### src/rtl/fvn_pkg.sv
// ----------------------------------------------------------------------------
// fvn_pkg
// Shared constants and types of the fractal value noise cloud pixel core.
// ----------------------------------------------------------------------------
package fvn_pkg;

    // Default parameter values of the core.
    localparam int DEF_COORD_BITS  = 16;
    localparam int DEF_FRAC_BITS   = 16;
    localparam int DEF_MAX_OCTAVES = 8;

    // Lattice hash multipliers, all in 32-bit wrapping arithmetic.
    localparam logic [31:0] HASH_MUL_X   = 32'd374761393;
    localparam logic [31:0] HASH_MUL_Y   = 32'd668265263;
    localparam logic [31:0] HASH_MUL_MIX = 32'd3266489917;
    localparam int          HASH_SHIFT   = 15;

    // Width of the octave count register.
    localparam int OCT_W = 4;

    // Configuration register indexes.
    typedef enum logic [2:0] {
        REG_NOISE_SEED   = 3'd0,
        REG_OCTAVE_COUNT = 3'd1,
        REG_FIRST_RED    = 3'd2,
        REG_FIRST_GREEN  = 3'd3,
        REG_FIRST_BLUE   = 3'd4,
        REG_SECOND_RED   = 3'd5,
        REG_SECOND_GREEN = 3'd6,
        REG_SECOND_BLUE  = 3'd7
    } reg_index_t;

    // Signed Q1.15 lattice value.
    typedef logic signed [15:0] noise_value_t;

endpackage

### src/rtl/fvn_hash.sv
// ----------------------------------------------------------------------------
// fvn_hash
// Four-stage pipelined lattice hash: one mixed key in, one Q1.15 value out.
// ----------------------------------------------------------------------------
module fvn_hash
    import fvn_pkg::*;
(
    input  logic         clk,
    input  logic [31:0]  key,
    output noise_value_t value
);

    logic [31:0] fold_reg;
    logic [31:0] mix_reg;
    logic [31:0] mul_reg;
    logic [31:0] fold2;
    logic [31:0] fold3;

    // Second and third fold steps of the hash.
    assign fold2 = mix_reg ^ (mix_reg >> HASH_SHIFT);
    assign fold3 = mul_reg ^ (mul_reg >> HASH_SHIFT);

    // A register after each step; the second and third stages hold one multiply each.
    always_ff @(posedge clk)
    begin
        fold_reg <= key ^ (key >> HASH_SHIFT);
        mix_reg  <= 32'(fold_reg * HASH_MUL_MIX);
        mul_reg  <= 32'(fold2 * HASH_MUL_Y);
        // Bits 30..15 minus 32768 is the same as inverting the top bit.
        value    <= $signed({~fold3[30], fold3[29:15]});
    end

endmodule

### config.mk
export PLATFORM = sky130hd
export DESIGN_NAME = fvn_hash
export DESIGN_NICKNAME = d
export VERILOG_FILES = /design/src/rtl/fvn_pkg.sv /design/src/rtl/fvn_hash.sv
export SDC_FILE = /design/constraint.sdc
export NUM_CORES = 1
export LEC_CHECK = 0
export BUFFER_PORTS_ARGS = -buffer_cell sky130_fd_sc_hd__buf_2
export CAP_MARGIN = 20
export CORE_MARGIN = 2
export CORE_UTILIZATION = 62
export DETAILED_ROUTE_END_ITERATION = 12
export GPL_TIMING_DRIVEN = 0
export PLACE_DENSITY = 0.79
export SLEW_MARGIN = 20
export SYNTH_ARGS = -nofsm -noshare
export SYNTH_HDL_FRONTEND = slang
export SYNTH_SLANG_ARGS = --single-unit
### constraint.sdc
create_clock -name clk -period 19.3 [get_ports clk]
set_input_delay 0.965 -clock clk [delete_from_list [all_inputs] [get_ports clk]]
set_output_delay 0.965 -clock clk [all_outputs]
set_load 0.01 [all_outputs]
**Word level (Yosys, flattened, before mapping)**

Index checks and enable logic that the tools add are counted.

- Multipliers: 2
- Bitwise logic cells: 4

Operators by type and width:

| cell | number |
|---|---|
| $xor A32 B17 Y32 | 2 |
| $mul A32 B30 Y32 const B | 1 |
| $mul A32 B31 Y32 const B | 1 |
| $xor A31 B17 Y31 | 1 |
| $not A1 Y1 | 1 |

- Register bits after elaboration: 112
- Input port bits: 33
- Logic and storage cells: 10
- Output and inout port bits: 16

**Depth between registers and ports, before layout**

Gate-level depths: netlist of the first run.

- Word-level depth: 2
- Mapped depth: 27

**Least setup slack after synthesis of the first run**

Ideal clock, no wire load.

- Path type: reg2reg
- Start: register mix_reg[23]
- End: register mul_reg[31]
- Slack: 12621 ps
- Path buffers: 1
- Required time: 19228 ps
- Arrival time: 6607 ps
- Clock period less this slack: 6679 ps
- Cell stages (with the launch flop): 24
- Setup time: 72 ps
- Cell sequence: dfxtp_1 -> xor2_1 -> ha_1 -> ha_1 -> a21oi_1 -> fa_1 -> fa_1 -> inv_1 -> fa_1 -> inv_1 -> fa_1 -> fa_1 -> fa_1 -> inv_1 -> ha_1 -> buf_4 -> a21oi_1 -> o21bai_1 -> a41o_1 -> a21o_1 -> o21ai_0 -> nor2_1 -> o41ai_1 -> xnor2_1

- Longest elaborated chain between the ends: 2

Ends and longest elaborated chain:

| what | line | RTL |
|---|---|---|
| start: declaration | fvn_hash.sv:14 | `logic [31:0] mix_reg;` |
| start signal: assignment | fvn_hash.sv:27 | `mix_reg <= 32'(fold_reg * HASH_MUL_MIX);` |
| $xor A32 B17 Y32 | fvn_hash.sv:20 | `assign fold2 = mix_reg ^ (mix_reg >> HASH_SHIFT);` |
| $mul A32 B30 Y32 | fvn_hash.sv:28 | `mul_reg <= 32'(fold2 * HASH_MUL_Y);` |
| end signal: assignment | fvn_hash.sv:28 |  |
| end: declaration | fvn_hash.sv:15 | `logic [31:0] mul_reg;` |

No other way between the ends.

**Worst setup path in the final report of the first run**

- Start: register mix_reg[18]
- End: register mul_reg[31]

The elaborated chain is that of the path after synthesis.

==> results of run 1 <==
final cells by class:
cell class / instances / area (um2)
Clock inverter: 7 / 73.82
Sequential cell: 97 / 1942
Fill cell: 2585 / 11310
Multi-Input combinational cell: 1187 / 16190
Buffer: 4 / 18.77
Clock buffer: 9 / 225.2
Inverter: 768 / 2883
Tap cell: 448 / 560.5
Timing Repair Buffer: 49 / 247.7
layer usage:
metal	global-route usage, %	up-vias
li1	-	6158
met1	32.88	6713
met2	54.91	330
met3	3.781	148
met4	17.87	0
met5	0	-
path summary, 6_finish.rpt:
| path | start | end | slack, ns | depth (start not counted) |
|---|---|---|---|---|
| worst max-delay path | mix_reg[18]$_DFF_P_ | mul_reg[31]$_DFF_P_ | 11.49 | 23 |
| worst min-delay path | mul_reg[19]$_DFF_P_ | value[4]$_DFF_P_ | 0.33 | 0 |
| worst max register to register | mix_reg[18]$_DFF_P_ | mul_reg[31]$_DFF_P_ | 11.49 | 23 |
| worst min register to register | mul_reg[19]$_DFF_P_ | value[4]$_DFF_P_ | 0.33 | 0 |
cells by family after synthesis:
group | Yosys count | synth area share (%)
AND/OR/NAND/NOR | 99 | 2.309
XOR/XNOR | 153 | 6.440
AO/OA/AOI/OAI | 112 | 3.696
flip-flops | 97 | 9.237
buffers and inverters | 772 | 13.80
adder cells (fa/ha/maj) | 823 | 64.52
stage by stage:
stage          std cells  util, %
4_1_cts             2569    66.18
2_1_floorplan       2056        -
6_report            2569    66.18
3_5_place_dp        2553    65.29
3_3_place_gp        2552    65.25
5_1_grt             2569    66.18
cell usage after synthesis (all sizes together), types with 2 or more instances:
| library cell | number |
|---|---|
| o21bai | 6 |
| fa | 435 |
| a31oi | 7 |
| nor4 | 4 |
| o211ai | 2 |
| or3 | 3 |
| nor2 | 30 |
| or4 | 2 |
| xnor2 | 99 |
| xor2 | 53 |
| and3 | 3 |
| nand3 | 7 |
| clkbuf | 3 |
| and2 | 2 |
| dfxtp | 97 |
| ha | 388 |
| a211oi | 6 |
| a211o | 2 |
| inv | 768 |
| a21oi | 33 |
| o311ai | 3 |
| nor3 | 14 |
| nand4 | 3 |
| a221oi | 2 |
| nor2b | 3 |
| a21o | 12 |
| nand2b | 5 |
| nand2 | 18 |
| o21ai | 20 |
| o21a | 7 |
| o221ai | 2 |
==> qor.txt, run 1 <==
status = completed
flops & latches, synth = 97
final count of negative-setup-slack endpoints = 0
Synth area leaders = fa_1 41%, ha_1 23%, inv_1 14%, dfxtp_1 9.2%, xnor2_1 4.1%
critical path class = reg2reg
min Tclk post-route = 7.815 ns
final-report max-slew violation count = 0
crit end category = flop
post-CTS setup buffer count = 0
CTS tree = built
worst skew pair latency = 0.38 ns
hold crit path type = reg2reg
gr usage total = 29.86%
CTS Root Cell = clkbuf_16
Hold WS = 0.3296 ns
post-route ant nets = 0
CTS sink count = 97
Max Cap Violations = 0
# port buffers = 48
final hold vios = 0
Max Used Layer = met4
Main synth FF type = dfxtp_1
Max Buffers Root-to-Sink = 2
Slowest-stage cell, CP = xnor2_1
layout cells sized above 1 = 3.725%
Ant. Diodes = 0
slew margin rel. = 27.15%
DIE AREA = 35400 um2
worst path bufs/invs = 5
Netlist cell types = 55
RSZ-0062 raised after global routing = false
worst endpoint data arrival time = 8.06 ns
fin area = 22140 um2
Critical Path RT = 19.54 ns
Slowest Stage Delay on Critical Path = 0.67 ns
dpl hpwl = 44100 um
Initial Util = 62.85%
# nets final = 2972
Via-to-Cell Ratio = 5.196
cell area after synthesis = 21020 um2
top-area cell type share of the netlist area = 41.42%
CTS clk-pin slew, worst paths = 0.07 ns
pin count of the biggest net entering global routing = 20
Cell Chain, Critical Path = xnor2_1 > inv_1 > ha_1 > ha_1 > a21o_1 > fa_1 > inv_1 > fa_1 > inv_1 > fa_1 > ha_1 > fa_1 > inv_1 > fa_1 > inv_1 > ha_1 > a21o_1 > a21oi_1 > nand3_1 > a31oi_1 > nor2_1 > o41ai_1 > xnor2_1
Worst setup SP type = flop
Post-synth ARST share = 0%
drt initial violations = 475
io pins = 49
Syn Nets = 2912
hold_buf cts = 0
Post-synth EDFFs = 0
vias in the first global route = 15480
DP Worst Slack = 11.44 ns
sum of negative setup slack = 0 ns
area leader, netlist = fa_1
Yosys warning count = 0
Worst Path Max Fanout = 7
most frequent cells in the layout = 768 x inv_1, 435 x fa_1, 388 x ha_1, 99 x xnor2_1, 97 x dfxtp_1
fin crit share = 40.49%
initial antenna violation count = 0
most common cell after layout, fill and taps aside = inv_1
Worst-Margin Slew = 1.089 ns
Placed Area = 21840 um2
f_max = 128.0 MHz
critical path's top delay family = adder cells
metal2 WL = 25390 um
final RePlAce weighted congestion = 0.9620
DR vias = 13350
sequential fraction of the synthesis area = 9.237%
final wirelength = 48560 um
core area = 33450 um2
first-pass GRT wire length = 79030 um
M1 WL = 18290 um
chip width = 188.1 um
H-tree depth = 3
syn_area_per_cell = 10.23 um2
row cnt = 67
grt total ovfl = 0
met3 routed wirelength = 1683 um
area delta synth->final = 5.303%
worst setup margin = 11.49 ns
# DRC = 0
total CTS buffers = 9
DIE HEIGHT = 188.1 um
number of gates resized after CTS = 0
gate count of the mapped netlist = 2056
clk_skew = 0.009241 ns
Pre-Repair DR Iteration Count = 5
routed wire length per instance = 18.90 um
Power of run 1 is not shown: default switching activity piles up to over one toggle a cycle in this logic, so the estimate is an artifact.
==> inputs of run 2 (changes only) <==
- clock period: 19.3 -> 7.2 ns (I/O delays scaled with it)
==> run 2 against run 1 <==
- register-to-register slack worse by 11 ns
- utilization is 0.78 points higher
- first-iteration DRC count up 23%
- sequential cell count stayed put
- clock-buffer cell count unchanged
- cell count rose by 0.31%
- worst hold slack got worse by 0.23 ns
- critical path depth is 5 lower
- sequential share of layout area about the same
- routed wire length rose by 0.33%
- global-route usage rose by 0.077 points
==> qor.txt, run 2 (synthesis gave the netlist of run 1 again) <==
hold crit path type = in2reg
M1 WL = 18330 um (+0.24%)
cell depth of the worst hold path = 1 (+1)
hold_buf cts = 0 (unchanged)
Critical Path RT = 7.49 ns (-12.05 ns)
metal2 WL = 25910 um (+2.1%)
CTS Root Cell = clkbuf_16
drt initial violations = 585 (+23%)
gr usage total = 29.93% (+0.077 points)
total CTS buffers = 9 (unchanged)
most common cell after layout, fill and taps aside = inv_1
slew margin rel. = 39.40% (+12 points)
DR vias = 13320 (-0.25%)
DP Worst Slack = -0.6604 ns (-12.10 ns)
area delta synth->final = 6.541%
# nets final = 2980 (+0.27%)
CTS clk-pin slew, worst paths = 0.07 ns (about the same)
clk_skew = 0.008972 ns (-0.0002696 ns)
layout cells sized above 1 = 5.449% (+1.7 points)
final RePlAce weighted congestion = 0.9620 (unchanged)
Worst Path Max Fanout = 5 (-2)
fin crit share = 98.33% (+58 points)
Max Used Layer = met4
Via-to-Cell Ratio = 5.167 (-0.56%)
RSZ-0062 raised after global routing = true
met3 routed wirelength = 1654 um (-1.7%)
R2R depth = 18 (-22%)
# DRC = 0 (unchanged)
CTS tree = built
Initial Util = 62.85% (unchanged)
Worst-Margin Slew = 0.9073 ns (-0.1817 ns)
pin count of the biggest net entering global routing = 20 (unchanged)
Ant. Diodes = 0 (unchanged)
worst skew pair latency = 0.39 ns (about the same)
# port buffers = 48 (unchanged)
f_max = 141.3 MHz (+10%)
H-tree depth = 3 (unchanged)
crit end category = flop
Max Cap Violations = 0 (unchanged)
Hold WS = 0.09507 ns (-0.2345 ns)
worst endpoint data arrival time = 7.37 ns (-0.69 ns)
fin area = 22400 um2 (+1.2%)
critical path class = reg2reg
CTS sink count = 97 (unchanged)
dpl hpwl = 44100 um (unchanged)
vias in the first global route = 15520 (+0.22%)
worst setup margin = 0.1206 ns (-11.36 ns)
Placed Area = 21840 um2 (unchanged)
sum of negative setup slack = 0 ns (unchanged)
Max Buffers Root-to-Sink = 2 (unchanged)
row cnt = 67 (unchanged)
first-pass GRT wire length = 79440 um (+0.52%)
core area = 33450 um2 (unchanged)
final wirelength = 48720 um (+0.33%)
final-report max-slew violation count = 0 (unchanged)
most frequent cells in the layout = 764 x inv_1, 435 x fa_1, 388 x ha_1, 92 x xnor2_1, 86 x dfxtp_1
io pins = 49 (unchanged)
DIE AREA = 35400 um2 (unchanged)
initial antenna violation count = 0 (unchanged)
final hold vios = 0 (unchanged)
min Tclk post-route = 7.079 ns (-0.7355 ns)
Pre-Repair DR Iteration Count = 4 (-1)
grt total ovfl = 0 (unchanged)
status = completed
DIE HEIGHT = 188.1 um (unchanged)
final count of negative-setup-slack endpoints = 0 (unchanged)
routed wire length per instance = 18.90 um (about the same)
chip width = 188.1 um (unchanged)
Worst setup SP type = flop
post-route ant nets = 0 (unchanged)
[run 2: layout make-up]
cell class | instances | area, um2
multi-input combinational | 1187 | 16370
fill | 2540 | 11050
inverter | 768 | 2887
sequential | 97 | 1956
tap | 448 | 560.5
timing repair buffer | 57 | 307.8
clock buffer | 9 | 225.2
clock inverter | 7 | 73.82
buffer | 4 | 18.77
[run 2: metrics by stage]
stage	util, %	std cells
global placement	65.25	2552
detailed placement	65.29	2553
CTS	66.67	2572
finish	66.96	2577
floorplan	-	2056
global route	66.96	2577
[run 2: what timing repair did]
item | CTS | global route
buffers inserted | 3 | 5
hold endpoints to repair | 0 | 0
gates resized for setup | 20 | 17
endpoints found under the setup margin | 14 | 9
pin swaps | 1 | 1
[run 2: worst paths after layout]
kind / from / to / slack [ns]
hold / removal: key[24] / fold_reg[24]$_DFF_P_ / 0.1
setup reg to reg: mix_reg[29]$_DFF_P_ / mul_reg[31]$_DFF_P_ / 0.12
setup / recovery: mix_reg[29]$_DFF_P_ / mul_reg[31]$_DFF_P_ / 0.12
hold reg to reg: mul_reg[19]$_DFF_P_ / value[4]$_DFF_P_ / 0.33
[run 2: routing by layer]
layer,vias up,track usage (%)
li1,6166,-
met1,6688,33.27
met2,330,55.88
met3,132,3.331
met4,0,16.17
met5,-,0
[run 2: worst max-delay path: stages, from the launching register on]
cell,delay (ns)
dfxtp_1,0.53
xor2_1,0.55
inv_1,0.38
fa_1,0.56
fa_1,0.48
fa_1,0.52
fa_1,0.60
inv_1,0.07
fa_1,0.50
fa_1,0.44
fa_1,0.38
ha_1,0.34
a21o_1,0.22
nor4_1,0.34
nand3_1,0.19
a31oi_2,0.26
nor2_1,0.13
o41ai_2,0.30
xnor2_1,0.21
Power of run 2 is left out for the same reason.
==> inputs of run 3 (changes only) <==
- RECOVER_POWER: default -> 25
- SETUP_SLACK_MARGIN: default -> 0.05
- SKIP_CTS_REPAIR_TIMING: default -> 1
==> run 3 against run 2 <==
- first-iteration DRC count down 6.3%
- sequential cell count unchanged
- die area stayed put
- critical endpoint unchanged
- clock-buffer cell count unchanged
- global-route usage is 0.077 points lower
- critical path depth up 6
- cell area grew 0.28%
- cell count is essentially flat
- utilization is 0.19 points higher
- routed wire length is 0.59% higher
- maximum frequency is 0.44% higher
- clock skew is 0.00053 ns lower
==> qor.txt, run 3 (synthesis gave the netlist of run 1 again) <==
RSZ-0062 raised after global routing = true
status = completed
vias in the first global route = 15480 (-0.22%)
Slowest Stage Delay on Critical Path = 0.57 ns (-0.03 ns)
area of the multi-input gates = 16440 um2 (+0.41%)
layout cells sized above 1 = 5.115% (-0.33 points)
DIE AREA = 35400 um2 (unchanged)
chip width = 188.1 um (unchanged)
CTS sink count = 97 (unchanged)
final RePlAce weighted congestion = 0.9620 (unchanged)
row cnt = 67 (unchanged)
min Tclk post-route = 7.048 ns (-0.03095 ns)
slew margin rel. = 40.31% (+0.91 points)
H-tree depth = 3 (unchanged)
first-pass GRT wire length = 79030 um (-0.52%)
worst endpoint data arrival time = 7.34 ns (-0.03 ns)
DR vias = 13400 (+0.59%)
total CTS buffers = 9 (unchanged)
gr usage total = 29.86% (-0.077 points)
dpl hpwl = 44100 um (unchanged)
sum of negative setup slack = 0 ns (unchanged)
Cell Chain, Critical Path = xnor2_4 > inv_2 > ha_1 > ha_1 > a21oi_1 > fa_1 > fa_1 > inv_1 > fa_1 > inv_1 > fa_1 > fa_1 > fa_1 > inv_1 > ha_1 > buf_4 > a21oi_1 > o21bai_1 > a41o_1 > a21o_1 > o21ai_1 > nor2_1 > o41ai_2 > xnor2_1
fin crit share = 97.90% (-0.43 points)
area delta synth->final = 6.844%
initial antenna violation count = 0 (unchanged)
f_max = 141.9 MHz (+0.44%)
R2R depth = 24 (+6)
most frequent cells in the layout = 764 x inv_1, 435 x fa_1, 387 x ha_1, 91 x xnor2_1, 84 x dfxtp_1
core area = 33450 um2 (unchanged)
CTS tree = built
Max Cap Violations = 0 (unchanged)
grt total ovfl = 0 (unchanged)
Critical Path RT = 7.49 ns (about the same)
fill count = 2538 (-0.079%)
Max Buffers Root-to-Sink = 2 (unchanged)
Hold WS = 0.1012 ns (+0.006177 ns)
post-route ant nets = 0 (unchanged)
M2 GR Usage = 54.91% (-0.97 points)
hold crit path type = in2reg
# nets final = 2982 (+0.067%)
Finished Layout Cells = 2579 (+0.078%)
crit end category = flop
final-report max-slew violation count = 0 (unchanged)
final hold vios = 0 (unchanged)
Worst Path Max Fanout = 7 (+2)
grt met3 use = 3.781% (+0.45 points)
Ant. Diodes = 0 (unchanged)
Initial Util = 62.85% (unchanged)
CTS clk-pin slew, worst paths = 0.07 ns (about the same)
CTS Root Cell = clkbuf_16
clk_skew = 0.008444 ns (-0.0005275 ns)
FF-to-FF End = mul_reg[31]$_DFF_P_
DIE HEIGHT = 188.1 um (unchanged)
# DRC = 0 (unchanged)
# port buffers = 48 (unchanged)
drt initial violations = 548 (-6.3%)
Reg-to-Reg Start = mix_reg[25]$_DFF_P_
CP dominant cell by count = fa_1
critical path class = reg2reg
M1 GR Usage = 32.88% (-0.39 points)
CP Capture Point = mul_reg[31]$_DFF_P_
routed wire length per instance = 19.00 um (+0.51%)
io pins = 49 (unchanged)
r2r setup slk = 0.15 ns (+0.03 ns)
Worst setup SP type = flop
Worst-Margin Slew = 0.8937 ns (-0.01361 ns)
Top Usage Layer GRT = met2
Slowest-stage cell, CP = fa_1
Pre-Repair DR Iteration Count = 4 (unchanged)
Worst setup startpoint = mix_reg[25]$_DFF_P_
final count of negative-setup-slack endpoints = 0 (unchanged)
FF/Latch Area = 1958 um2 (+0.13%)
placed instance count = 2553 (unchanged)
worst skew pair latency = 0.38 ns (about the same)
pin count of the biggest net entering global routing = 20 (unchanged)
final wirelength = 49000 um (+0.59%)
Via-to-Cell Ratio = 5.194 (+0.52%)
most common cell after layout, fill and taps aside = inv_1
run 3: cell types whose count changed in the layout (fill, tap and decap cells not counted), moves of 2 or more:
cell	previous run	this run
buf_2	48	32
buf_4	10	12
clkbuf_1	3	18
dfxtp_1	86	84
dfxtp_2	11	13
xnor2_2	4	2
xnor2_4	3	6
xor2_1	47	44
xor2_2	2	5
run 3: area by class of cell:
type | count | share of cell area, %
clock buffers | 9 | 1.003
plain buffers | 4 | 0.08356
multi-input cells | 1187 | 73.17
clock inverters | 7 | 0.3287
repair buffers | 59 | 1.348
inverters | 768 | 12.85
well taps | 448 | 2.496
flip-flops and latches | 97 | 8.718
run 3: how the worst min path moves through the flow:
stage                             start                   end  slack (ns)  cells after the start
global placement    mul_reg[29]$_DFF_P_     value[14]$_DFF_P_        0.31                      0
floorplan           mul_reg[25]$_DFF_P_     value[10]$_DFF_P_        0.31                      0
finish                          key[23]  fold_reg[23]$_DFF_P_        0.10                      1
global route                    key[23]  fold_reg[23]$_DFF_P_        0.09                      1
CTS                             key[24]  fold_reg[24]$_DFF_P_        0.08                      1
detailed placement  mul_reg[19]$_DFF_P_      value[4]$_DFF_P_        0.31                      0
run 3: per-layer routing:
| metal | vias to the layer above | part of all wire [%] |
|---|---|---|
| li1 | 6170 | - |
| met1 | 6763 | 37 |
| met2 | 319 | 53 |
| met3 | 143 | 3.4 |
| met4 | 0 | 6.5 |
| met5 | - | 0 |
run 3: critical path: cells and delay by family, from the launching register on:
| family | cells | cell delay, ns |
|---|---|---|
| xor+xnor | 2 | 0.40 |
| buf+inv | 5 | 0.48 |
| fa+ha+maj | 9 | 3.93 |
| simple gates | 1 | 0.11 |
| compound gates | 7 | 1.53 |
| flops | 1 | 0.50 |
run 3: metrics by stage:
| stage | area (um2) | utilization [%] | worst slack [ns] |
|---|---|---|---|
| after floorplan | 21020 | - | 0.5207 |
| after detailed placement | 21840 | 65.29 | -0.6604 |
| after global routing | 22460 | 67.15 | 0.003562 |
| after CTS | 22140 | 66.18 | -0.6588 |
| final | 22460 | 67.15 | 0.1515 |
| after global placement | 21820 | 65.25 | -0.8010 |
Power of run 3 is left out for the same reason.
